<file path="src/rtl/core/pva_pkg.sv">
// Shared types and codes for the polyphonic voice allocator.
// No dependencies; used by every module under rtl/core.
package pva_pkg;

	localparam int NUM_VOICES_DEF   = 16;
	localparam int NUM_CHANNELS_DEF = 16;
	localparam int AGE_BITS_DEF     = 8;

	// input function codes
	localparam logic [2:0] FUNC_NOTE_ON     = 3'd0;
	localparam logic [2:0] FUNC_NOTE_OFF    = 3'd1;
	localparam logic [2:0] FUNC_SET_HOLD    = 3'd2;
	localparam logic [2:0] FUNC_TICK        = 3'd3;
	localparam logic [2:0] FUNC_ALL_KEY_OFF = 3'd4;
	localparam logic [2:0] FUNC_ALL_MUTE    = 3'd5;

	// operations handed from front to back
	typedef enum logic [2:0] {
		OP_NOTE_ON  = 3'd0,
		OP_NOTE_OFF = 3'd1,
		OP_RELEASE  = 3'd2,
		OP_TICK     = 3'd3,
		OP_ALL_OFF  = 3'd4,
		OP_ALL_MUTE = 3'd5
	} op_t;

	typedef enum logic [1:0] {
		ACT_KEY_ON      = 2'd0,
		ACT_KEY_OFF     = 2'd1,
		ACT_ALL_KEY_OFF = 2'd2,
		ACT_ALL_MUTE    = 2'd3
	} act_t;

	typedef struct packed {
		op_t        op;
		logic [3:0] channel;
		logic [6:0] note;
		logic [5:0] level;
	} cmd_t;

	typedef struct packed {
		act_t       action;
		logic [3:0] voice;
		logic [3:0] channel;
		logic [6:0] note;
		logic [5:0] level;
		logic       stolen;
	} res_t;

	typedef struct packed {
		logic [3:0] channel;
		logic [6:0] note;
	} voice_tag_t;

endpackage

</file>
<file path="src/rtl/core/pva_front.sv">
// Front end: accepts input items, keeps the hold flags, drops items with no effect
// and queues the remaining operations for the back end. Depends on pva_pkg.
module pva_front #(
	parameter int NUM_CHANNELS = pva_pkg::NUM_CHANNELS_DEF
) (
	input  logic          clk,
	input  logic          arst_n,
	input  logic          push,
	output logic          full,
	input  logic [2:0]    func,
	input  logic [3:0]    channel,
	input  logic [6:0]    note,
	input  logic [6:0]    velocity,
	input  logic          hold_value,
	output logic          cmd_valid,
	output pva_pkg::cmd_t cmd,
	input  logic          cmd_pop
);

	logic [NUM_CHANNELS-1:0] hold_q;
	pva_pkg::cmd_t           fifo_q [2];
	logic                    wr_ptr_q, rd_ptr_q;
	logic [1:0]              count_q;

	logic          accept, keep, chan_ok, held, hold_wr;
	pva_pkg::op_t  op;

	assign accept  = push && !full;
	assign chan_ok = {1'b0, channel} < 5'(NUM_CHANNELS);

	always_comb begin
		held = 1'b0;
		for (int c = 0; c < NUM_CHANNELS; c++) begin
			if (channel == 4'(c))
				held = hold_q[c];
		end
	end

	always_comb begin
		keep    = 1'b0;
		hold_wr = 1'b0;
		op      = pva_pkg::OP_TICK;
		unique case (func)
			pva_pkg::FUNC_NOTE_ON: begin
				keep = chan_ok;
				op   = pva_pkg::OP_NOTE_ON;
			end
			pva_pkg::FUNC_NOTE_OFF: begin
				// a held channel swallows note-off
				keep = chan_ok && !held;
				op   = pva_pkg::OP_NOTE_OFF;
			end
			pva_pkg::FUNC_SET_HOLD: begin
				hold_wr = chan_ok;
				keep    = chan_ok && !hold_value;
				op      = pva_pkg::OP_RELEASE;
			end
			pva_pkg::FUNC_TICK: begin
				keep = 1'b1;
				op   = pva_pkg::OP_TICK;
			end
			pva_pkg::FUNC_ALL_KEY_OFF: begin
				keep = 1'b1;
				op   = pva_pkg::OP_ALL_OFF;
			end
			pva_pkg::FUNC_ALL_MUTE: begin
				keep = 1'b1;
				op   = pva_pkg::OP_ALL_MUTE;
			end
			default: begin
				keep = 1'b0;
			end
		endcase
	end

	always_ff @(posedge clk or negedge arst_n) begin
		if (!arst_n) begin
			hold_q <= '0;
		end else if (accept && hold_wr) begin
			for (int c = 0; c < NUM_CHANNELS; c++) begin
				if (channel == 4'(c))
					hold_q[c] <= hold_value;
			end
		end
	end

	logic wr, rd;
	assign wr = accept && keep;
	assign rd = cmd_pop && cmd_valid;

	always_ff @(posedge clk or negedge arst_n) begin
		if (!arst_n) begin
			wr_ptr_q <= 1'b0;
			rd_ptr_q <= 1'b0;
			count_q  <= 2'd0;
		end else begin
			if (wr)
				wr_ptr_q <= !wr_ptr_q;
			if (rd)
				rd_ptr_q <= !rd_ptr_q;
			if (wr && !rd)
				count_q <= count_q + 2'd1;
			else if (rd && !wr)
				count_q <= count_q - 2'd1;
		end
	end

	always_ff @(posedge clk) begin
		if (wr) begin
			fifo_q[wr_ptr_q].op      <= op;
			fifo_q[wr_ptr_q].channel <= channel;
			fifo_q[wr_ptr_q].note    <= note;
			fifo_q[wr_ptr_q].level   <= velocity[6:1];
		end
	end

	assign full      = count_q == 2'd2;
	assign cmd_valid = count_q != 2'd0;
	assign cmd       = fifo_q[rd_ptr_q];

endmodule

</file>
<file path="src/rtl/core/pva_engine.sv">
// Back end: voice table and scan sequencer that carries out queued operations.
// Depends on pva_pkg; pushes at most one result per operation.
module pva_engine #(
	parameter int NUM_VOICES = pva_pkg::NUM_VOICES_DEF,
	parameter int AGE_BITS   = pva_pkg::AGE_BITS_DEF
) (
	input  logic          clk,
	input  logic          arst_n,
	input  logic          cmd_valid,
	input  pva_pkg::cmd_t cmd,
	output logic          cmd_pop,
	input  logic          res_full,
	output logic          res_push,
	output pva_pkg::res_t res_d
);

	localparam int VW = $clog2(NUM_VOICES);

	typedef enum logic [2:0] {
		ST_IDLE = 3'b001,
		ST_FREE = 3'b010,
		ST_SCAN = 3'b100
	} state_t;

	state_t                 state_q;
	pva_pkg::cmd_t          cmd_q;
	logic [NUM_VOICES-1:0]  busy_q;
	logic [VW-1:0]          search_q, pos_q, pick_q;
	logic [VW:0]            cnt_q;
	logic [AGE_BITS-1:0]    best_q;
	logic                   v_s1;
	logic [VW-1:0]          idx_s1;

	pva_pkg::voice_tag_t    tag_mem [NUM_VOICES];
	logic [AGE_BITS-1:0]    age_mem [NUM_VOICES];
	pva_pkg::voice_tag_t    tag_rd_q;
	logic [AGE_BITS-1:0]    age_rd_q;

	logic                   rd_en, key_on, kon_stolen, clr_one, scan_done;
	logic                   age_we, last_s1, busy_s1, steal_take, chan_hit, tag_hit;
	logic [VW-1:0]          kon_voice, age_wa;
	logic [AGE_BITS-1:0]    age_wd;

	assign last_s1    = idx_s1 == VW'(NUM_VOICES - 1);
	assign busy_s1    = busy_q[idx_s1];
	assign steal_take = age_rd_q >= best_q;
	assign chan_hit   = tag_rd_q.channel == cmd_q.channel;
	assign tag_hit    = chan_hit && (tag_rd_q.note == cmd_q.note);

	always_comb begin
		cmd_pop    = 1'b0;
		rd_en      = 1'b0;
		key_on     = 1'b0;
		kon_voice  = pos_q;
		kon_stolen = 1'b0;
		clr_one    = 1'b0;
		scan_done  = 1'b0;
		age_we     = 1'b0;
		age_wa     = idx_s1;
		age_wd     = age_rd_q + 1'b1;
		res_push   = 1'b0;
		res_d      = '0;
		unique case (state_q)
			ST_IDLE: begin
				// start only with room for the one possible result
				if (cmd_valid && !res_full) begin
					cmd_pop = 1'b1;
					if (cmd.op == pva_pkg::OP_ALL_OFF) begin
						res_push     = 1'b1;
						res_d.action = pva_pkg::ACT_ALL_KEY_OFF;
					end else if (cmd.op == pva_pkg::OP_ALL_MUTE) begin
						res_push     = 1'b1;
						res_d.action = pva_pkg::ACT_ALL_MUTE;
					end
				end
			end
			ST_FREE: begin
				if (!busy_q[pos_q]) begin
					key_on    = 1'b1;
					kon_voice = pos_q;
				end
			end
			ST_SCAN: begin
				rd_en = cnt_q < (VW+1)'(NUM_VOICES);
				if (v_s1) begin
					unique case (cmd_q.op)
						pva_pkg::OP_NOTE_ON: begin
							// steal: oldest wins, later index on a tie
							scan_done = last_s1;
							if (last_s1) begin
								key_on     = 1'b1;
								kon_stolen = 1'b1;
								kon_voice  = steal_take ? idx_s1 : pick_q;
							end
						end
						pva_pkg::OP_NOTE_OFF: begin
							if (busy_s1 && tag_hit) begin
								clr_one       = 1'b1;
								scan_done     = 1'b1;
								res_push      = 1'b1;
								res_d.action  = pva_pkg::ACT_KEY_OFF;
								res_d.voice   = 4'(idx_s1);
								res_d.channel = cmd_q.channel;
								res_d.note    = cmd_q.note;
							end else begin
								scan_done = last_s1;
							end
						end
						pva_pkg::OP_RELEASE: begin
							clr_one   = busy_s1 && chan_hit;
							scan_done = last_s1;
						end
						pva_pkg::OP_TICK: begin
							age_we    = busy_s1 && (age_rd_q != '1);
							scan_done = last_s1;
						end
						default: begin
							scan_done = 1'b1;
						end
					endcase
				end
			end
			default: begin
				cmd_pop = 1'b0;
			end
		endcase
		if (key_on) begin
			res_push      = 1'b1;
			res_d.action  = pva_pkg::ACT_KEY_ON;
			res_d.voice   = 4'(kon_voice);
			res_d.channel = cmd_q.channel;
			res_d.note    = cmd_q.note;
			res_d.level   = cmd_q.level;
			res_d.stolen  = kon_stolen;
			age_we        = 1'b1;
			age_wa        = kon_voice;
			age_wd        = '0;
		end
	end

	always_ff @(posedge clk or negedge arst_n) begin
		if (!arst_n) begin
			state_q  <= ST_IDLE;
			cmd_q    <= '0;
			busy_q   <= '0;
			search_q <= '0;
			pos_q    <= '0;
			pick_q   <= '0;
			cnt_q    <= '0;
			best_q   <= '0;
			v_s1     <= 1'b0;
			idx_s1   <= '0;
		end else begin
			unique case (state_q)
				ST_IDLE: begin
					if (cmd_pop) begin
						cmd_q  <= cmd;
						cnt_q  <= '0;
						v_s1   <= 1'b0;
						best_q <= '0;
						pos_q  <= search_q;
						unique case (cmd.op)
							pva_pkg::OP_NOTE_ON:  state_q <= ST_FREE;
							pva_pkg::OP_NOTE_OFF,
							pva_pkg::OP_RELEASE,
							pva_pkg::OP_TICK:     state_q <= ST_SCAN;
							default:              busy_q  <= '0;
						endcase
					end
				end
				ST_FREE: begin
					if (key_on) begin
						search_q <= pos_q;
						state_q  <= ST_IDLE;
					end else if (cnt_q == (VW+1)'(NUM_VOICES - 1)) begin
						state_q <= ST_SCAN;
						cnt_q   <= '0;
						v_s1    <= 1'b0;
						best_q  <= '0;
					end else begin
						pos_q <= (pos_q == VW'(NUM_VOICES - 1)) ? '0 : pos_q + 1'b1;
						cnt_q <= cnt_q + 1'b1;
					end
				end
				ST_SCAN: begin
					if (rd_en)
						cnt_q <= cnt_q + 1'b1;
					v_s1   <= rd_en;
					idx_s1 <= cnt_q[VW-1:0];
					if (v_s1 && cmd_q.op == pva_pkg::OP_NOTE_ON && steal_take) begin
						best_q <= age_rd_q;
						pick_q <= idx_s1;
					end
					if (scan_done)
						state_q <= ST_IDLE;
				end
				default: begin
					state_q <= ST_IDLE;
				end
			endcase
			if (key_on)
				busy_q[kon_voice] <= 1'b1;
			if (clr_one)
				busy_q[idx_s1] <= 1'b0;
		end
	end

	// voice tag and age stores: one write and one registered read a cycle
	always_ff @(posedge clk) begin
		if (key_on) begin
			tag_mem[kon_voice].channel <= cmd_q.channel;
			tag_mem[kon_voice].note    <= cmd_q.note;
		end
		if (age_we)
			age_mem[age_wa] <= age_wd;
		if (rd_en) begin
			tag_rd_q <= tag_mem[cnt_q[VW-1:0]];
			age_rd_q <= age_mem[cnt_q[VW-1:0]];
		end
	end

endmodule

</file>
<file path="src/rtl/core/pva_result_q.sv">
// Two-entry result queue between the back end and the result ports.
// Depends on pva_pkg for the result item type.
module pva_result_q (
	input  logic          clk,
	input  logic          arst_n,
	input  logic          res_push,
	input  pva_pkg::res_t res_d,
	output logic          res_full,
	output logic          empty,
	input  logic          pop,
	output pva_pkg::res_t res_q
);

	pva_pkg::res_t fifo_q [2];
	logic          wr_ptr_q, rd_ptr_q;
	logic [1:0]    count_q;
	logic          rd;

	assign rd = pop && !empty;

	always_ff @(posedge clk or negedge arst_n) begin
		if (!arst_n) begin
			wr_ptr_q <= 1'b0;
			rd_ptr_q <= 1'b0;
			count_q  <= 2'd0;
		end else begin
			if (res_push)
				wr_ptr_q <= !wr_ptr_q;
			if (rd)
				rd_ptr_q <= !rd_ptr_q;
			if (res_push && !rd)
				count_q <= count_q + 2'd1;
			else if (rd && !res_push)
				count_q <= count_q - 2'd1;
		end
	end

	always_ff @(posedge clk) begin
		if (res_push)
			fifo_q[wr_ptr_q] <= res_d;
	end

	assign res_full = count_q == 2'd2;
	assign empty    = count_q == 2'd0;
	assign res_q    = fifo_q[rd_ptr_q];

endmodule

</file>
<file path="src/rtl/core/poly_voice_allocator.sv">
// Polyphonic voice allocator: top level joining front end, back end and result queue.
// Depends on pva_pkg, pva_front, pva_engine and pva_result_q.
//
// Events enter through a queue port (push/full) and key commands leave through
// another (empty/pop). The front end takes an item every cycle until its two-entry
// operation queue fills; pedal presses, held note-offs and ignored codes end there.
// The back end runs one operation at a time through its voice-table scan, and
// starts one only while the result queue has room: all-key-off and all-mute finish
// as they are taken, hold release and tick scan every voice (one registered read of
// the tag and age stores per voice), note-off ends at the first matching voice, and
// note-on runs the round-robin free search, plus a full scan for the oldest voice
// to steal when every voice is busy.
module poly_voice_allocator #(
	parameter int NUM_VOICES   = pva_pkg::NUM_VOICES_DEF,
	parameter int NUM_CHANNELS = pva_pkg::NUM_CHANNELS_DEF,
	parameter int AGE_BITS     = pva_pkg::AGE_BITS_DEF
) (
	input  logic       clk,
	input  logic       arst_n,
	input  logic       push,
	output logic       full,
	input  logic [2:0] func,
	input  logic [3:0] channel,
	input  logic [6:0] note,
	input  logic [6:0] velocity,
	input  logic       hold_value,
	output logic       empty,
	input  logic       pop,
	output logic [1:0] action,
	output logic [3:0] voice,
	output logic [3:0] out_channel,
	output logic [6:0] out_note,
	output logic [5:0] level,
	output logic       stolen
);

	logic          cmd_valid, cmd_pop, res_full, res_push;
	pva_pkg::cmd_t cmd;
	pva_pkg::res_t res_d, res_q;

	pva_front #(
		.NUM_CHANNELS(NUM_CHANNELS)
	) u_front (
		.clk        (clk),
		.arst_n     (arst_n),
		.push       (push),
		.full       (full),
		.func       (func),
		.channel    (channel),
		.note       (note),
		.velocity   (velocity),
		.hold_value (hold_value),
		.cmd_valid  (cmd_valid),
		.cmd        (cmd),
		.cmd_pop    (cmd_pop)
	);

	pva_engine #(
		.NUM_VOICES (NUM_VOICES),
		.AGE_BITS   (AGE_BITS)
	) u_engine (
		.clk       (clk),
		.arst_n    (arst_n),
		.cmd_valid (cmd_valid),
		.cmd       (cmd),
		.cmd_pop   (cmd_pop),
		.res_full  (res_full),
		.res_push  (res_push),
		.res_d     (res_d)
	);

	pva_result_q u_result_q (
		.clk      (clk),
		.arst_n   (arst_n),
		.res_push (res_push),
		.res_d    (res_d),
		.res_full (res_full),
		.empty    (empty),
		.pop      (pop),
		.res_q    (res_q)
	);

	assign action      = res_q.action;
	assign voice       = res_q.voice;
	assign out_channel = res_q.channel;
	assign out_note    = res_q.note;
	assign level       = res_q.level;
	assign stolen      = res_q.stolen;

endmodule
</file>
<file path="config.mk">
export PLATFORM = sky130hd
export DESIGN_NAME = poly_voice_allocator
export DESIGN_NICKNAME = d
export VERILOG_FILES = /design/src/rtl/core/pva_pkg.sv /design/src/rtl/core/pva_front.sv /design/src/rtl/core/pva_engine.sv /design/src/rtl/core/pva_result_q.sv /design/src/rtl/core/poly_voice_allocator.sv
export SDC_FILE = /design/constraint.sdc
export NUM_CORES = 1
export LEC_CHECK = 0
export BUFFER_PORTS_ARGS = -buffer_cell sky130_fd_sc_hd__buf_2
export CAP_MARGIN = 20
export CORE_UTILIZATION = 60
export CTS_CLUSTER_SIZE = 8
export DETAILED_ROUTE_END_ITERATION = 6
export PLACE_DENSITY = 0.76
export SYNTH_ARGS = -nofsm -noshare
export SYNTH_HDL_FRONTEND = slang
export SYNTH_SLANG_ARGS = --single-unit
</file>
<file path="constraint.sdc">
create_clock -name clk -period 3.9 [get_ports clk]
set_input_delay 0.195 -clock clk [delete_from_list [all_inputs] [get_ports clk]]
set_output_delay 0.195 -clock clk [all_outputs]
set_load 0.05 [all_outputs]
</file>
# Word-level counts from Yosys, hierarchy flattened
# Memory sizes are Yosys's and may differ from the RTL's. A register that Yosys moved wholly into a read port is not among the register bits.
# Cells that the tools add are included.
word_totals:
  inputBits: 26
  mem_bits_rw: 392
  mem_count: 4
  register_bits: 93
  output_inout_bits: 26
  word_cells: 286
mem_list:
  columns: ["memory", "depth", "width", "read_ports", "rd_clocked_by_memory_dff", "wr", "line", "source"]
  rows:
  - ["u_engine.tag_mem", 16, 11, 1, 1, 1, "pva_engine.sv:34", "pva_pkg::voice_tag_t tag_mem [NUM_VOICES];"]
  - ["u_engine.age_mem", 16, 8, 1, 1, 1, "pva_engine.sv:35", "logic [AGE_BITS-1:0] age_mem [NUM_VOICES];"]
  - ["u_result_q.fifo_q", 2, 24, 1, 0, 1, "pva_result_q.sv:14", "pva_pkg::res_t fifo_q [2];"]
  - ["u_front.fifo_q", 2, 20, 1, 0, 1, "pva_front.sv:21", "pva_pkg::cmd_t fifo_q [2];"]
classes:
  bitwise: 3
  magnitude_cmp: 7
  eq_ne: 48
  mux: 113
  n_addsub: 7
  reduce_logical: 69
op_table:
  columns: ["operator", "count"]
  rows:
  - ["$mux 16", 6]
  - ["$mux 1", 56]
  - ["$eq 4x4->1 const B", 10]
  - ["$mux 4", 10]
  - ["$mux 8", 5]
  - ["$reduce_and 2->1", 19]
  - ["$mux 17", 2]
  - ["$mux 24", 1]
  - ["$pmux 8 s3", 1]
  - ["$eq 3x2->1 const B", 7]
  - ["$mux 5", 4]
  - ["$logic_and 1x1->1", 18]
  - ["$and 16x16->16", 1]
  - ["$eq 4x3->1 const B", 4]
  - ["$not 16->16", 1]
  - ["$or 16x16->16", 1]
  - ["$reduce_and 4->1", 4]
  - ["$eq 3x3->1 const B", 5]
  - ["$lt 4x5->1 const B", 3]
  - ["$mux 15", 1]
  - ["$pmux 3 s5", 1]
  - ["$pmux 5 s3", 1]
  - ["$mux 2", 7]
  - ["$logic_not 1->1", 13]
  - ["37 further kinds", 66]

# Longest topological paths before layout
# Gate-level depths: netlist (run 1).
depth:
  word_depth: 24
  depth_mapped: 12
  mapped_depth_nobuf: 10

# Hierarchy
# From an unflattened synthesis (run 1), not the netlist that was laid out.
hier_totals:
  hier_cells: 1397
  area_unflattened_um2: 21453.1
modules_own_cells:
  columns: ["mod", "area_each_um2", "n_inst", "seq_area_each_um2", "cells_each"]
  rows:
  - ["pva_engine", 16752.3, 1, 11427.2, 1121]
  - ["pva_front", 2678.8, 1, 1701.6, 185]
  - ["pva_result_q", 2021.9, 1, 1541.5, 91]

# Least setup slack after synthesis (run 1)
# No wires, ideal clock.
synth_path:
  path_type: "reg2reg"
  startpoint: "register u_engine.idx_s1[0]"
  endpoint: "memory u_result_q.fifo_q[1][0] in the netlist's numbering (enable)"
  setup_ns: 0.408
  period_less_slack_ns: 3.129
  stages_incl_launch_ff: 8
  t_arrival_ns: 2.721
  setup_slack_ns: 0.771
  path_buffers: 1
  required_ns: 3.492
  cell_sequence: "dfrtp_1 > buf_6 > mux4_2 > mux4_2 > nand2_1 > nor3_2 > nor3_2 > nor2b_1"
synth_between:
  elab_chain_cells: 10
  elab_cells_between_ends: 15
  classes_between: "eq/ne (1); mux (13); reduce/logical (1)"
synth_lines:
  columns: ["item", "line", "source"]
  rows:
  - ["start, declared", "pva_engine.sv:32", "logic [VW-1:0] idx_s1;"]
  - ["start signal, assigned", "pva_engine.sv:189", "idx_s1 <= cnt_q[VW-1:0];"]
  - ["$bmux 1 s4", "pva_engine.sv:45", "assign busy_s1 = busy_q[idx_s1];"]
  - ["$mux 1 (not written as such)", "pva_engine.sv:45", null]
  - ["$logic_and 1x1->1", "pva_engine.sv:97", "if (busy_s1 && tag_hit) begin"]
  - ["$mux 1", "pva_engine.sv:97", null]
  - ["$mux 1", "pva_engine.sv:86", "unique case (cmd_q.op)"]
  - ["$mux 1", "pva_engine.sv:85", "if (v_s1) begin"]
  - ["$pmux 1 s2", "pva_engine.sv:63", "unique case (state_q)"]
  - ["$mux 1 (*)", "pva_engine.sv:127", "if (key_on) begin"]
  - ["$mux 1 (*)", "pva_result_q.sv:39", "if (res_push)"]
  - ["$mux 1 (not written as such) (*)", "pva_result_q.sv:40", "fifo_q[wr_ptr_q] <= res_d;"]
  - ["end, declared", "pva_result_q.sv:14", null]
# Mark *: on every way between the ends. The rest lies on a longest branch, timed or not. The select of a mux whose other input is x is not followed.

# Worst setup path in the final report (run 1)
layout_path:
  startpoint: "register u_engine.idx_s1[0]"
  endpoint: "memory u_engine.age_mem[11][4] in the netlist's numbering (enable)"
layout_between:
  elab_chain_cells: 9
  elab_cells_between_ends: 20
  classes_between: "eq/ne (1); mux (18); reduce/logical (1)"
layout_lines:
  columns: ["item", "line", "source"]
  rows:
  - ["$bmux 1 s4", "pva_engine.sv:45", null]
  - ["$mux 1 (not written as such)", "pva_engine.sv:45", null]
  - ["$logic_and 1x1->1", "pva_engine.sv:114", "age_we = busy_s1 && (age_rd_q != '1);"]
  - ["$mux 1", "pva_engine.sv:86", null]
  - ["$mux 1", "pva_engine.sv:85", null]
  - ["$mux 1", "pva_engine.sv:63", null]
  - ["$mux 1", "pva_engine.sv:127", null]
  - ["$mux 1", "pva_engine.sv:214", "if (age_we)"]
  - ["$mux 1 (not written as such)", "pva_engine.sv:215", "age_mem[age_wa] <= age_wd;"]
  - ["end, declared", "pva_engine.sv:35", null]
# Several ways; a longest one is shown, not always the timed one. The select of a mux whose other input is x is not followed.

==> metrics, run 1 <==
ys flop type edfxtp_1; setup violators final 0; top post-synthesis cells by count edfxtp_1 (411), mux4_2 (103), dfrtp_1 (92); antenna cells 0; Max Buffers Root-to-Sink 3; max_cap viols 0; CP Data Arrival Time 3910 ps; Hold WC Path Type in2reg; DRC violations left 0; DP HPWL 27.96 mm; Setup Skew 26.76 ps; Port Buf Inserts 50; synth unique cells 74; Worst Setup SP u_engine.idx_s1[0]; Least-Margin Pin Slew 1052 ps; Antenna Nets Post-Route 0; max frequency 274.5 MHz; EDFF count, synth 411; CP Capture Type register; Mean Syn Cell Area 17.24 µm²; # nets final 1,425; GRT Util Overall 27.67%; synth-to-layout area growth 16.65%; Pleak 8.686 nW; dpl cells 1,744; worst path required time 4170 ps; Final Wtd Congestion 0.8919; reg2reg start u_engine.idx_s1[0]; DR WL/cell 25.28 µm; Initial Util 60.84%; Synth Warn # 0; startpoint type of the worst setup path register; area share of the largest cell type after synthesis 58.87%; Die H 188.9 µm; Via density 6.285; core box area 0.03446 mm²; vias 11,828; Synth area leaders edfxtp_1 (59%), mux4_2 (11%), dfrtp_1 (11%); max_slew headroom 29.55%; Yosys reg bits 504; initial antenna violation count 0; R2R Setup Slk 260 ps; Setup Buffers After CTS 0; I/O pin cnt 52; PD cells 647.1 mW/mm²; global route total overflow 0; clock sink count 504; total CTS buffers 72; Yosys top cell by area edfxtp_1; worst flop-to-flop path endpoint u_engine.age_mem[11][4]; number of global-route vias before repair 12,221; # rows 68; post-layout minimum cycle time 3643 ps; R2R cell count 8; peak supply drop 0.0006029 V; CTS tree built; synthesized instance count 1,216; Iter 0 DRT Violations 1,239; first-pass GRT wire length 72.85 mm; Die ar. 0.03569 mm²; Pins Over Slew Limit 0; clock-pin slew on the worst setup and hold paths 50 ps; First-pass DRT Iterations 6; final hold vios 0; FFs w/ async S/R, synth 18.45%; Post-Route Utilization 70.97%; worst setup path endpoint u_engine.age_mem[11][4]; clock root buffer clkbuf_16; syn_nets 1,257; RSZ-0062 raised after global routing no; share of layout cells above drive strength 1 27.47%; outcome finished, final reports clean; pin count of the biggest net entering global routing 81; DIE WIDTH 188.9 µm; final WL 47.58 mm; crit path kind reg2reg; Setup TNS 0 ps; Mapped Area 0.02097 mm²; htree depth 3; count leader, synth edfxtp_1; Non-Filler Instances 1,882; Final period util 93.40%; register area share after synthesis 69.97%; crit path max fanout 12; Skew-Pair Late Insertion Delay 590 ps
power by group:
part	switching [mW]	internal, mW
Sequential	0.420	6.56
Clock	2.20	3.46
Combinational	1.98	1.21
how the worst min path moves through the flow:
stage                                  to  slack, ps  startpoint  cells past startpoint
CTS                      u_front.wr_ptr_q         30        push                      4
floorplan              u_engine.best_q[0]       -100      arst_n                      0
global placement        u_engine.cmd_q[3]        280      arst_n                      1
global route        u_front.fifo_q[1][14]         60  channel[1]                      1
finish                   u_front.wr_ptr_q         50        push                      4
detailed placement      u_engine.cmd_q[4]        290      arst_n                      1
per-stage QoR:
step | total power [mW] | area (µm²) | hold WS (ps) | worst slack, ps
2_1_floorplan | 9.150 | 20970 | -100.6 | 771.2
3_3_place_gp | 10.01 | 22170 | 284.4 | 499.1
3_5_place_dp | 10.12 | 22170 | 286.6 | 441.4
4_1_cts | 15.80 | 24430 | 33.78 | 351.0
5_1_grt | 16.37 | 24460 | 60.49 | 153.5
6_report | 15.83 | 24460 | 47.04 | 257.3
final cells by class:
type,instances,area [µm²]
clock buffers,112,1973
clock inverters,5,87.58
fillers,2046,10000
inverters,22,95.09
multi-input cells,633,5959
flip-flops and latches,504,14680
well taps,455,569.3
repair buffers,151,1094
repair_timing:
action                                 CTS  global route
hold buffers                            20             0
endpoints found under the hold margin   85             0
resized for setup                        0             0
state kept, by name (all words and copies together), names as in the netlist:
register and flops:
u_engine.tag_mem 176, u_engine.age_mem 128, u_result_q.fifo_q 48, u_front.fifo_q 40, u_engine.cmd_q 20, u_engine.busy_q 16, u_front.hold_q 16, u_engine.tag_rd_q 11
u_engine.age_rd_q 8, u_engine.best_q 8, u_engine.cnt_q 5, u_engine.idx_s1 4, u_engine.pick_q 4, u_engine.pos_q 4, u_engine.search_q 4, u_engine.state_q 3
u_front.count_q 2, u_result_q.count_q 2, u_engine.v_s1 1, u_front.rd_ptr_q 1, u_front.wr_ptr_q 1, u_result_q.rd_ptr_q 1, u_result_q.wr_ptr_q 1
cell usage in the layout, fill, tap and decap left out, drive strengths merged, types with 19 or more instances in the layout:
cell type / count
edfxtp: 411
buf: 131
clkbuf: 112
mux4: 105
dfrtp: 92
nor2: 85
nand2: 83
mux2: 50
mux2i: 38
o21ai: 32
a21oi: 25
inv: 22
dlygate4sd3: 20
nor3: 20
nor2b: 19
cell families after synthesis:
kind of cell	share of synthesized area (%)
flip-flops	69.97
adder cells (fa/ha/maj)	0.8952
buffers and inverters	1.743
AND/OR/NAND/NOR	6.571
XOR/XNOR	1.128
multiplexers	15.82
AO/OA/AOI/OAI	3.873
critical path, stage by stage (launching register included):
cell and delay [ps]:
dfrtp_1 690, nand4_4 210, or3_1 580, clkinv_8 150
nor2_1 70, o31ai_1 740, o211ai_1 360, nor2_1 290
buf_4 230
per-layer routing:
metal	up-vias	track usage, %	wire length, µm
met5	-	0	0
met4	0	9.274	1077
met3	102	6.154	4400
met2	633	43.51	23200
met1	6011	38.89	18900
li1	5082	-	-
Note: power is estimated with default switching activity, not from simulation.
==> run 2, diff against run 1 <==
- BUFFER_PORTS_ARGS: -buffer_cell sky130_fd_sc_hd__buf_2 -> -buffer_cell sky130_fd_sc_hd__buf_4
==> run 2 against run 1 <==
  * Sequential share of layout area decreased by 0.39 points
  * Fmax increased by 3.9%
  * Final cell count rose by 0.11%
  * Setup slack improved by 140 ps
  * Critical path depth rose by 1
  * Largest cell class unchanged
==> metrics, run 2 (same netlist as run 1, synthesis figures left out) <==
clock sink count 504 (unchanged); Pins Over Slew Limit 0 (unchanged); max frequency 285.1 MHz (+3.9%); setup violators final 0 (unchanged); Antenna Nets Post-Route 0 (unchanged); Least-Margin Pin Slew 1059 ps (+7.067 ps); R2R cell count 9 (+1); clock root buffer clkbuf_16; total CTS buffers 73 (+1.4%); max_cap viols 0 (unchanged); Via density 6.255 (-0.47%); R2R Setup Slk 390 ps (+140 ps); crit path max fanout 11 (-1); Hold Startpoint push; number of global-route vias before repair 12,190 (-0.25%); Port Buf Inserts 50 (unchanged); Final Wtd Congestion 0.8626 (-3.3%); outcome finished, final reports clean; max reg flops 176 (unchanged); First-pass DRT Iterations 6 (unchanged); Final period util 89.94% (-3.5 points); cell repeated most along the worst path nor2_1; internal power 11.34 mW (+0.91%); Hold WC Path Type in2reg; DP HPWL 27.56 mm (-1.5%); initial antenna violation count 0 (unchanged); Layout fillers 2,018 (-1.4%); Die H 188.9 µm (unchanged); Die ar. 0.03569 mm² (unchanged); first-pass GRT wire length 71.69 mm (-1.6%); Setup Skew 33.30 ps (+6.539 ps); antenna cells 0 (unchanged); Pleak 8.734 nW (+0.55%); clock power share 35.8% (about the same); DR WL/cell 24.97 µm (-1.2%); startpoint type of the worst setup path register; final hold slack 64.79 ps (+17.76 ps); worst path required time 4180 ps (about the same); core box area 0.03446 mm² (unchanged); Slowest-stage cell, CP o31ai_1; Max Buffers Root-to-Sink 3 (unchanged); crit path kind reg2reg; most frequent cells in the layout edfxtp_1 (411), buf_4 (127), mux4_2 (103); worst flop-to-flop path endpoint u_engine.age_mem[11][5]; combinational share of power 20.4% (+0.3 points); final WL 47.04 mm (-1.1%); pin count of the biggest net entering global routing 81 (unchanged); final hold vios 0 (unchanged); Initial Util 60.84% (unchanged); Seq pwr share 43.9% (-0.2 points); # nets final 1,427 (+0.14%); largest register by flop count u_engine.tag_mem; vias 11,785 (-0.36%); peak supply drop 0.0006697 V (+11%); PD cells 646.7 mW/mm² (about the same); Iter 0 DRT Violations 1,199 (-3.2%); Switching Fraction 28.79% (-0.22 points); CTS tree built; max_slew headroom 29.15% (-0.40 points); Worst Hold Path Cells 4 (unchanged); commonest non-fill, non-tap cell in the layout edfxtp_1; synth-to-layout area growth 17.41%; CP Capture Type register; Setup TNS 0 ps (unchanged); I/O pin cnt 52 (unchanged); # rows 68 (unchanged); htree depth 3 (unchanged); DRC violations left 0 (unchanged); CP Data Arrival Time 3780 ps (-130 ps); RSZ-0062 raised after global routing no; reg2reg start u_engine.cmd_q[19]; GRT Util Overall 27.26% (-0.41 points); DIE WIDTH 188.9 µm (unchanged); PostCTS Resize Cnt 0 (unchanged); Skew-Pair Late Insertion Delay 590 ps (about the same); global route total overflow 0 (unchanged); biggest regs u_engine.tag_mem (176), u_engine.age_mem (128), u_result_q.fifo_q (48); share of layout cells above drive strength 1 27.43% (-0.038 points); critical-path cell list nor2_1 > nand3b_1 > or3_1 > clkinv_8 > nor2_1 > o31ai_1 > o211ai_1 > nor2_1 > buf_4; post-layout minimum cycle time 3508 ps (-135.2 ps); Psw 4.584 mW (-0.17%); Worst Hold Path EP u_front.wr_ptr_q; Crit path largest cell delay 720 ps (-20 ps); clock-pin slew on the worst setup and hold paths 50 ps (about the same)
[run 2: cell types whose count changed in the layout (fill, tap and decap cells not counted), sizes merged]
cell and delta:
buf -2, dlygate4sd3 +3, inv +1
[run 2: repair_timing]
action	in CTS	in global routing
hold buffers	23	0
hold endpoints to repair	111	0
endpoints found under the setup margin	0	0
setup buffers	0	0
[run 2: how the worst max path moves through the flow]
stage | from | to | slack (ps) | depth (start not counted)
after floorplan | u_engine.idx_s1[0] | u_result_q.fifo_q[1][0] | 770 | 7
after global placement | u_engine.age_rd_q[0] | u_engine.age_mem[14][2] | 600 | 9
after detailed placement | u_engine.cmd_q[18] | u_engine.age_mem[14][2] | 560 | 9
after CTS | u_engine.cmd_q[19] | u_engine.age_mem[11][7] | 530 | 9
after global routing | u_engine.cmd_q[19] | u_engine.age_mem[11][6] | 280 | 9
final | u_engine.cmd_q[19] | u_engine.age_mem[11][5] | 390 | 9
[run 2: critical path: cells and delay by family (launching register included)]
| kind | cells | cell delay (ps) |
|---|---|---|
| flip-flops | 1 | 410 |
| AND/OR/NAND/NOR | 5 | 1290 |
| buffers and inverters | 2 | 370 |
| AO/OA/AOI/OAI | 2 | 1100 |
[run 2: metrics by stage]
step,worst slack (ps),std cells,area [µm²],total power [mW],utilization [%]
2_1_floorplan,771.2,1216,20970,9.150,-
3_3_place_gp,602.4,1742,22280,10.07,64.64
3_5_place_dp,557.1,1742,22280,10.17,64.64
4_1_cts,531.1,1883,24590,15.92,71.36
5_1_grt,281.2,1884,24620,16.47,71.44
6_report,392.5,1884,24620,15.92,71.44
[run 2: power by group through the flow]
stage | clock, mW | combinational, mW | sequential (mW)
floorplan | 0 | 2.20 | 6.95
global placement | 0 | 3.02 | 7.05
detailed placement | 0 | 3.08 | 7.09
CTS | 5.76 | 3.16 | 7.00
global route | 5.98 | 3.47 | 7.01
finish | 5.69 | 3.24 | 6.98
[run 2: routing by layer]
| metal | global-route usage [%] | vias up | share of wire [%] |
|---|---|---|---|
| met1 | 38.53 | 6114 | 41 |
| met3 | 4.986 | 72 | 7.3 |
| met4 | 8.530 | 0 | 2.0 |
| met5 | 0 | - | 0 |
| li1 | - | 5088 | - |
| met2 | 43.75 | 511 | 50 |
[run 2: final cells by class]
type | instances | area [µm²] | area share [%]
multi-input cells | 633 | 5959 | 24.21
flip-flops and latches | 504 | 14680 | 59.63
repair buffers | 152 | 1231 | 5.002
well taps | 455 | 569.3 | 2.313
clock inverters | 6 | 88.84 | 0.3609
clock buffers | 112 | 1994 | 8.102
inverters | 22 | 95.09 | 0.3863
